--- config.mk ---
export PLATFORM = sky130hd
export DESIGN_NAME = kmg_cmp
export DESIGN_NICKNAME = d
export VERILOG_FILES = /design/src/design/kmg_pkg.sv /design/src/design/kmg_cmp.sv
export SDC_FILE = /design/constraint.sdc
export NUM_CORES = 1
export LEC_CHECK = 0
export BUFFER_PORTS_ARGS = -buffer_cell sky130_fd_sc_hd__buf_2
export CORE_MARGIN = 8
export CORE_UTILIZATION = 40
export DETAILED_ROUTE_END_ITERATION = 6
export PLACE_DENSITY = 0.87
export SYNTH_ARGS = -nofsm -noshare
export SYNTH_HDL_FRONTEND = slang
export SYNTH_SLANG_ARGS = --single-unit
--- constraint.sdc ---
create_clock -name vclk -period 5.26
set_clock_uncertainty 0.2 [all_clocks]
set_input_delay 1.578 -clock vclk [all_inputs]
set_output_delay 1.578 -clock vclk [all_outputs]
set_load 0.1 [all_outputs]
--- src/design/kmg_pkg.sv ---
// shared constants, types and helpers of the k-way merge block
`default_nettype none

package kmg_pkg;

    localparam int CHANNELS            = 8;
    localparam int RECORDS_PER_CHANNEL = 256;

    localparam int KEY_W        = 64;
    localparam int VAL_W        = 32;
    localparam int CFG_W        = 4;
    localparam int CHAN_FIELD_W = 3;
    localparam int STATUS_W     = 2;

    localparam int CH_W      = (CHANNELS > 1) ? $clog2(CHANNELS) : 1;
    localparam int ACT_W     = $clog2(CHANNELS + 1);
    localparam int SLOT_W    = (RECORDS_PER_CHANNEL > 1) ? $clog2(RECORDS_PER_CHANNEL) : 1;
    localparam int CNT_W     = $clog2(RECORDS_PER_CHANNEL + 1);
    localparam int ADDR_W    = CH_W + SLOT_W;
    localparam int MEM_DEPTH = CHANNELS * (2 ** SLOT_W);

    localparam logic [CFG_W-1:0] CFG_RESET  = CFG_W'(8);
    localparam logic [CNT_W-1:0] FULL_COUNT = CNT_W'(RECORDS_PER_CHANNEL);

    typedef logic [CH_W-1:0]  t_ch;
    typedef logic [ACT_W-1:0] t_act;
    typedef logic [CNT_W-1:0] t_cnt;

    typedef enum logic [STATUS_W-1:0] {
        ST_LOADED    = 2'd0,
        ST_REJECTED  = 2'd1,
        ST_EMITTED   = 2'd2,
        ST_EXHAUSTED = 2'd3
    } t_status;

    typedef enum logic {
        OP_LOAD = 1'b0,
        OP_TAKE = 1'b1
    } t_op;

    // result of the shared key comparator
    typedef struct packed {
        logic eq;
        logic lt;
    } t_cmp;

    // channels taking part, register values above CHANNELS saturate
    function automatic t_act active_count(input logic [CFG_W-1:0] cfg);
        if (int'(cfg) > CHANNELS) begin
            return t_act'(CHANNELS);
        end
        return t_act'(cfg);
    endfunction

endpackage

`default_nettype wire

--- src/design/kmg_cmp.sv ---
// shared signed 64-bit key comparator
`default_nettype none

module kmg_cmp (
    input  logic signed [kmg_pkg::KEY_W-1:0] i_a,
    input  logic signed [kmg_pkg::KEY_W-1:0] i_b,
    output kmg_pkg::t_cmp                    o_res
);
    import kmg_pkg::*;

    always_comb begin
        o_res.eq = (i_a == i_b);
        o_res.lt = (i_a < i_b);
    end

endmodule

`default_nettype wire

Word-level counts from Yosys, hierarchy flattened. Cells that the tools add are included.

$add $sub $neg: 0. Multiply operators: 0. Div/mod/pow operators: 0. Magnitude comparators: 1. Eq/ne operators: 1. Shift-type cells: 0. Multiplexer cells: 0. Bitwise operators: 0. Reduce and logical (&&, ||, !) cells: 0.

Operator list (count): 64-bit equality test (1); 64-bit less-than comparator (1).

Register bits after elaboration: 0. Bits in latches: 0. Bits in writable memories: 0. Bits in read-only memories: 0. Output and inout bits: 2. Word-level logic and storage cells: 2. Memories kept: 0.

Depth between registers and ports, before layout.
Word-level depth: 1. Depth in mapped cells: 8. Mapped depth without buffers: 8.

Worst setup path after synthesis. Ideal clock, no wire load.

Kind: input to output. From: in i_b[63] in the netlist's numbering. To: out o_res[1] in the netlist's numbering. Arrival: 5.491 ns. Data required time: 3.482 ns. Setup slack: -2.009 ns. Stages on the path: 7. Path through: inv_1 ha_1 nand4_1 nor4_1 and3_1 nand3_1 nor4_1.

RTL lines: from (decl) (line kmg_cmp.sv:6) `input logic signed [kmg_pkg::KEY_W-1:0] i_b,`; to (decl) (line kmg_cmp.sv:7) `output kmg_pkg::t_cmp o_res`.

==> results.cfg <==
[cells_and_area]
final_cell_count_no_fill = 420
syn2layout_area_growth_pct = 74.0
nets = 564
nFillCells = 319
nFlopsAndLatches = 0
n_antenna_cell = 0
regArea_um2 = 0
multi_input_area_um2 = 1710
clkbuf_count = 0
fin_area_um2 = 2840
drive_gt1_frac = 0.481
final_util = 0.716

[grt]
antenna_found_initial = 0
globalRouteOverflowTotal = 0
grt_pass1_wl_mm = 9.02
grt_pass1_vias = 2303
grtUsageTotal = 0.163
grt_start_max_net_pins = 5

[sta]
rsz0062_at_grt = true
clock.fmax_ghz = 0.191
hold_ws_ns = 3.56
min_period_over_period = 0.998
tns_ns = 0
hold_viol_final = 0
worst_pin_slew_ns = 0.343
drv_slew = 0
setup_viol = 0
period_minus_slack_ns = 5.25
slew_headroom = 0.769

[worst_setup_path]
endpoint_kind = output pin
cp.required_ns = 3.48
worstPathMaxFanout = 2
slowest_delay_ns = 0.36
path_cells = buf_2 -> ha_1 -> a21oi_1 -> o21ai_0 -> a221oi_1 -> o211ai_1 -> a221oi_4 -> xnor2_4 -> buf_12
cpLargestDelayFamily = compound AO/OA/AOI/OAI gates
critical_path_buf_inv_count = 2
crit_slowest_cell = a221oi_4
critPathArrivalTime_ns = 3.47
worstSetupPathType = input pin to output pin
worstSetupStartpointType = input pin

[synthesis]
synth_top_family_by_area = adder cells
yosys_warnings = 0
ys_top_cells_by_area = ha_1 49%, inv_1 15%, a21oi_1 7.7%
syn_nets = 424
synth_cell_type_count = 28
synth_top_area_cell = ha_1
ys_seq_area_frac = 0
yosys.area_share.simple = 0.157
synth_cells = 232
synth-xor-area-share = 0.00536
synth.top_cell.area_share = 0.490
synth_most_common_cell = inv_1
synth_common_cells = 66 x inv_1, 64 x ha_1, 25 x a21oi_1
syn_area_um2 = 1630
synth.avg_cell_area_um2 = 7.04
synthAdderAreaFrac = 0.490
synth-compound-area-share = 0.195
synthMuxAreaShare = 0

[detailed_routing]
first_pass_iters = 4
drc = 0
wl_mm = 6.10
vias_per_cell = 5.03
wl_per_cell_um = 14.5
first_iter_violations = 30
vias = 2112
drtAntennaViolNets = 0

[die]
die_h_um = 79.9
rows = 23
die_x_um = 79.9
dieArea_um2 = 6380
initial_utilization = 0.411
pin_count = 130
coreArea_um2 = 3970

[job]
drv_cap = 0

[clock_tree]
cts_hold_buf = 0

[pwr]
power_density_nw_per_um2 = 83.4
p_leak_uw = 0.00166
peakVddDrop_uv = 41.0

[worst_hold_path]
hold_path_depth = 5
hold_end = o_res[1]
min_from = i_b[0]
hp-class = input pin to output pin

[place]
gp_routability_congestion = 0.834
dp_hpwl_mm = 5.07
io_buffers = 130
placedCellCount = 420
placed_cell_area_um2 = 2590

[run_status]
outcome = complete, no violations
==> stage by stage <==
stage	setup slack, ns	total power (uW)
final	0.0116	237
after global routing	-0.0804	262
after CTS	0.000480	216
after detailed placement	-0.0653	206
after global placement	-0.0107	197
after floorplan	-0.113	117
==> power by group <==
part	leakage, uW	switching, uW	internal (uW)
registers	0	0	0
clock network	0	0	0
logic	0.00166	116	121
==> cell type report <==
cell class | instances | area share
inverters | 66 | 0.0951
multi-input cells | 166 | 0.601
well taps | 50 | 0.0220
repair buffers | 138 | 0.281
==> repair_timing <==
action / CTS / global route
setup buffers: 0 / 2
endpoints found under the setup margin: 1 / 2
resized for setup: 17 / 25
pin swaps: 18 / 15
==> cell usage in the layout (no fill, tap or decap), types with 3 or more instances in the layout <==
cell       n
nor4_4     3
a21o_1     3
inv_4      4
buf_2    120
inv_1     61
o21ai_1    4
buf_4      8
nand3_1    3
buf_12     3
a21oi_2    4
ha_1      49
ha_4      15
a21oi_1   21
nand4_1   11
nor2_1     5
buf_6      7
o21ai_0    6
nand2_1   18
==> layer usage <==
metal  vias to the layer above  part of all wire  global-route usage
li1                       1082                 -                   -
met1                       930              0.35               0.163
met2                        88              0.55               0.330
met3                        12             0.079              0.0349
met4                         0             0.018              0.0327
met5                         -                 0                   0
==> cell families after synthesis <==
| kind of cell | after synthesis |
|---|---|
| buffers and inverters | 66 |
| adder cells (fa/ha/maj) | 64 |
| AO/OA/AOI/OAI | 51 |
| AND/OR/NAND/NOR | 50 |
| XOR/XNOR | 1 |
==> worst max-delay path by stage <==
stage / startpoint / cells past startpoint / slack [ns] / end
final: i_a[5] / 9 / 0.01 / o_res[0]
after global routing: i_b[45] / 10 / -0.08 / o_res[0]
after CTS: i_a[41] / 9 / 0.0005 / o_res[0]
after detailed placement: i_a[21] / 10 / -0.07 / o_res[0]
after global placement: i_a[45] / 10 / -0.01 / o_res[0]
after floorplan: i_b[15] / 5 / -0.11 / o_res[1]
Power figures use the tool's default switching activity.
